File: config.mk
export PLATFORM = sky130hd
export DESIGN_NAME = rab_blend
export DESIGN_NICKNAME = d
export VERILOG_FILES = /design/src/rtl/rab_blend.sv
export SDC_FILE = /design/constraint.sdc
export NUM_CORES = 1
export LEC_CHECK = 0
export BUFFER_PORTS_ARGS = -buffer_cell sky130_fd_sc_hd__buf_2
export CAP_MARGIN = 20
export CORE_ASPECT_RATIO = 1.5
export CORE_MARGIN = 8
export CORE_UTILIZATION = 30
export DETAILED_ROUTE_END_ITERATION = 10
export MAX_ROUTING_LAYER = met4
export PLACE_DENSITY = 0.53
export SETUP_SLACK_MARGIN = 0.1
export SYNTH_ARGS = -nofsm -noshare
export SYNTH_HDL_FRONTEND = slang
export SYNTH_SLANG_ARGS = --single-unit
export TNS_END_PERCENT = 1
File: constraint.sdc
create_clock -name vclk -period 11
set_input_delay 1.65 -clock vclk [all_inputs]
set_output_delay 1.65 -clock vclk [all_outputs]
set_load 0.005 [all_outputs]
File: src/rtl/rab_blend.sv
// Per-channel coverage blend of a 24-bit colour into a 5-6-5 pixel.
`timescale 1ns / 1ps

module rab_blend (
  input  logic [15:0] old_pixel,
  input  logic [23:0] colour,
  input  logic [7:0]  coverage,
  output logic [15:0] new_pixel
);

  // Exact floor(m / 255) for m up to 255 * 255.
  function automatic logic [7:0] div255(input logic [15:0] m);
    logic [16:0] sum;
    sum = {1'b0, m} + 17'd1 + {9'd0, m[15:8]};
    return sum[15:8];
  endfunction

  // old + (new - old) * w / 255, quotient truncated toward zero.
  function automatic logic [7:0] mix(input logic [7:0] old_v, input logic [7:0] new_v,
                                     input logic [7:0] w);
    logic signed [8:0] diff;
    logic              neg;
    logic [7:0]        mag;
    logic [15:0]       prod;
    logic [7:0]        q;
    diff = $signed({1'b0, new_v}) - $signed({1'b0, old_v});
    neg  = diff[8];
    mag  = neg ? 8'(-diff) : diff[7:0];
    prod = {8'd0, mag} * {8'd0, w};
    q    = div255(prod);
    return neg ? (old_v - q) : (old_v + q);
  endfunction

  logic [7:0] r0, g0, b0;
  logic [7:0] r1, g1, b1;

  always_comb begin
    r0 = {old_pixel[4:0], 3'b000};
    g0 = {old_pixel[10:5], 2'b00};
    b0 = {old_pixel[15:11], 3'b000};
    r1 = mix(r0, colour[23:16], coverage);
    g1 = mix(g0, colour[15:8], coverage);
    b1 = mix(b0, colour[7:0], coverage);
    new_pixel = {b1[7:3], g1[7:2], r1[7:3]};
  end

endmodule

-- After elaboration in Yosys (flattened, before gate mapping)
Index checks and enable logic that the tools add are counted.
W data, S select, Z words.
- add/sub/neg operators: 18
- multiply operators: 3
- mux-type cells: 6
- operators with widths (kind ; count):
    $add A16 B1 Y16 const B ; 3
    $add A16 B8 Y16 ; 3
    $mul A8 B8 Y16 ; 3
    $mux W8 ; 6
    $sub A8 B8 Y9 ; 3
    $add A8 B8 Y8 ; 3
    $neg A8 Y8 ; 3
    $sub A8 B8 Y8 ; 3
- register bits after elaboration: 0
- bits of input ports: 48
- word-level logic and storage cells: 27

-- Depth between registers and ports, before layout
- depth after elaboration: 8
- mapped depth: 43
- mapped depth without buffers: 42

-- Worst setup path after synthesis
OpenSTA, ideal clock, no wires.
- path type: input-to-output
- start point: in colour[10]
- end point: out new_pixel[10]
- data arrival time: 10144 ps
- required time: 9350 ps
- slack: -794 ps
- stages on the path: 41
- cells stage by stage: inv_1 > ha_1 > fa_1 > nor2b_1 > o21ai_0 > nand2b_1 > a21o_1 > a21o_1 > buf_1 > mux2i_1 > nand2b_1 > fa_1 > fa_1 > inv_1 > fa_1 > inv_1 > fa_1 > inv_1 > [... 5 more ...] > xnor2_1 > ha_1 > a21oi_1 > or4b_2 > o2111ai_1 > a21oi_1 > o211ai_1 > a211oi_1 > and2_1 > xor2_1 > ha_1 > a21o_1 > a21o_1 > a21o_1 > a21o_1 > nand2_1 > o211ai_1 > a211oi_1
- cells in the longest elaborated chain, start to end: 8
- elaborated cells on any way between the ends: 9
- those cells by class: add/sub (6); mul (1); mux (2)
- RTL lines (element ; line ; RTL):
    start, declared ; 6 ; input logic [23:0] colour,
    $sub A8 B8 Y9 * ; 26 ; diff = $signed({1'b0, new_v}) - $signed({1'b0, old_v});
    $neg A8 Y8 ; 28 ; mag = neg ? 8'(-diff) : diff[7:0];
    $mux W8 ; 28 ;
    $mul A8 B8 Y16 ; 29 ; prod = {8'd0, mag} * {8'd0, w};
    $add A16 B1 Y16 ; 14 ; sum = {1'b0, m} + 17'd1 + {9'd0, m[15:8]};
    $add A16 B8 Y16 ; 14 ;
    $add A8 B8 Y8 / $sub A8 B8 Y8 (equally long branches) ; 31 ; return neg ? (old_v - q) : (old_v + q);
    $mux W8 * ; 31 ;
    end, declared ; 8 ; output logic [15:0] new_pixel
Every way passes the cells marked *; elsewhere a longest branch is shown, timed or not.

-- Worst setup path after layout
- start point: in old_pixel[7]
- end point: out new_pixel[10]
- cells in the longest elaborated chain, start to end: 8
- elaborated cells on any way between the ends: 9
- those cells by class: add/sub (6); mul (1); mux (2)
- RTL lines (element ; line ; RTL):
    start, declared ; 5 ; input logic [15:0] old_pixel,
    $sub A8 B8 Y9 ; 26 ;
    $neg A8 Y8 ; 28 ;
    $mux W8 ; 28 ;
    $mul A8 B8 Y16 ; 29 ;
    $add A16 B1 Y16 ; 14 ;
    $add A16 B8 Y16 ; 14 ;
    $add A8 B8 Y8 / $sub A8 B8 Y8 (equally long branches) ; 31 ;
    $mux W8 * ; 31 ;
Marked as above.

==> out/metrics.csv <==
stage,metric,value,unit
timing,Hold WS,3.94,ns
floorplan,die area,39600,um^2
floorplan,die width,165,um
floorplan,die height,240,um
critical_path,worst path required time,9.35,ns
clocking,hold_buf cts,0,
synth,share of the synthesized area in the top cell type,22.8,%
grt,largest net degree at the start of global routing,25,
final_layout,# clk buffers,0,
critical_path,CP max stage delay,0.55,ns
floorplan,Starting Density,30.3,%
timing,final setup vio count,10,
critical_path,crit end category,output port,
synth,"Seq/Total Area, Yosys",0,%
grt,first-pass GRT wire length,48200,um
timing,RSZ-0062 raised after global routing,true,
routing,highest routing layer actually used,met4,
synth,syn avg cell area,8.21,um^2
routing,First-pass DRT Iterations,4,
timing,TNS Setup,-0.894,ns
place,placed cells,1949,
final_layout,"most common cell after layout, fill and taps aside",buf_4,
critical_path,critical path peak fanout,5,
routing,Routed met3 length,458,um
place,gp weighted congestion,0.828,
routing,Routed WL,28600,um
place,I/O Buffers,64,
routing,DRT iter0 DRCs,194,
timing,Max Slew Vio Count,0,
final_layout,nets@finish,1925,
timing,Max Freq,89.4,MHz
routing,Remaining DRCs,0,
synth,Synth area leaders,"fa_1 (23%), ha_1 (22%), inv_1 (7.4%)",
critical_path,data arrival time of the worst path,9.54,ns
timing,Slew @ Worst Pin,0.553,ns
final_layout,register area,0,um^2
run,Max-Cap Viols,0,
grt,GRT overflow,0,
routing,Metal-1 WL,11400,um
outcome,failing checks,negative setup slack,
floorplan,IO Pins,64,
synth,Cells after Synth,1221,
critical_path,CP Launch Type,input port,
grt,Total GRT Usage,14.9,%
routing,met2 WL post-DR,16100,um
final_layout,Area Growth Syn to Fin,44.1,%
timing,Final period util,102,%
critical_path,most frequent CP cell,a21o_1,
critical_path,"Buf+Inv Stages, Crit Path",9,
floorplan,core area,33100,um^2
outcome,status,"complete, but fails checks",
routing,Antenna Nets Post-Route,0,
final_layout,seq_cells,0,
routing,routed via count,9591,
routing,DR vias/cell,4.78,
final_layout,"final std cell area, no fill",14400,um^2
place,DP Area,13000,um^2
timing,Final WS setup,-0.186,ns
grt,initial antenna violation count,0,
final_layout,Layout Cells excl Fill,2007,
timing,endpoints failing hold,0,
min_path,hold depth,6,
synth,post-synth top area cell,fa_1,
synth,syn_nets,1557,
place,post-DP HPWL,23600,um
critical_path,Top delay family on crit path,adder cells,
min_path,Hold Path Sink,new_pixel[13],
critical_path,slowest CP cell,fa_1,
timing,Period minus WS final,11.19,ns
synth,"Cell Area, Synth",10000,um^2
final_layout,n_diodes,0,
routing,WL per Instance,14.2,um
timing,slew margin rel.,63.1,%
min_path,Hold Path Class,input port to output port,
synth,Synth Warn #,0,
critical_path,Setup CP Type,input port to output port,
grt,vias in the first global route,10500,
final_layout,fraction of layout cells with a size suffix above 1,37.1,%
min_path,hold path startpoint,old_pixel[13],
final_layout,most frequent cells in the layout,"buf_4 (324), inv_1 (183), ha_1 (145), fa_1 (106), nor2b_1 (97)",
floorplan,Core Rows,82,
synth,Yosys cell types,76,
-- layer usage --
metal,GRT usage [%],vias up
met5,-,-
met4,2.96,0
li1,-,4768
met1,15.7,4684
met3,0.531,38
met2,29.7,101
-- tightest hold or removal path: cells and delay by family --
| kind | cells | cell delay (ns) |
|---|---|---|
| buf+inv | 4 | 0.44 |
| fa+ha+maj | 1 | 0.15 |
| xor+xnor | 1 | 0.05 |
-- synth_stat cells (3+ instances only) --
cell / count
o211ai_1: 10
xor2_1: 38
buf_2: 4
nand2b_1: 23
nand3_1: 15
nand4_1: 3
o22ai_1: 3
o31ai_1: 4
nor4b_1: 4
a211oi_1: 13
a21o_1: 25
mux2i_1: 4
nor4_1: 5
a31oi_1: 8
o21ai_0: 32
fa_1: 114
xnor2_1: 64
nand2_1: 48
and2_1: 80
o21ai_1: 5
o21bai_1: 6
clkbuf_1: 26
or3_1: 5
nor3_1: 23
or2_2: 3
a21oi_1: 53
nor2b_1: 101
o41ai_1: 4
ha_1: 174
nand3b_1: 5
nor3b_1: 4
a311oi_1: 3
a211o_1: 3
o21a_1: 12
inv_1: 197
nor2_1: 42
and3_1: 6
-- cell type report --
cell class,count,area (um^2)
tap,420,526
fill,3325,18700
multi-input combinational,992,10300
inverter,197,742
timing repair buffer,398,2880
-- logic make-up after synthesis --
family / synth area share [%]
AOI/OAI and AO/OA: 15.3
xor gates and xnor gates: 9.55
adders and majority gates: 44.6
buffers and inverters: 8.66
muxes: 0.512
and+or+nand+nor: 21.4
-- how the worst max path moves through the flow --
stage	startpoint	end	slack (ns)	depth (start not counted)
6_report	old_pixel[7]	new_pixel[10]	-0.19	45
5_1_grt	old_pixel[5]	new_pixel[10]	-0.55	41
4_1_cts	colour[10]	new_pixel[10]	-0.23	45
3_5_place_dp	colour[10]	new_pixel[10]	-0.70	42
3_3_place_gp	colour[10]	new_pixel[10]	-0.71	42
2_1_floorplan	colour[10]	new_pixel[8]	0.06	36
-- metrics by stage --
stage	utilization (%)	worst slack, ns
finish	43.6	-0.186
global route	43.6	-0.547
CTS	42.1	-0.227
detailed placement	39.3	-0.696
global placement	39.3	-0.712
floorplan	-	0.0641
-- what timing repair did --
| item | CTS | global route |
|---|---|---|
| endpoints found under the hold margin | 0 | 0 |
| buffers inserted | 40 | 18 |
| resized for setup | 126 | 65 |
| pin swaps | 102 | 101 |
| setup endpoints to repair | 13 | 15 |
Power is left out: the tool's default activity adds up to more than one toggle a clock period on the data nets, which glitch-free logic cannot reach.
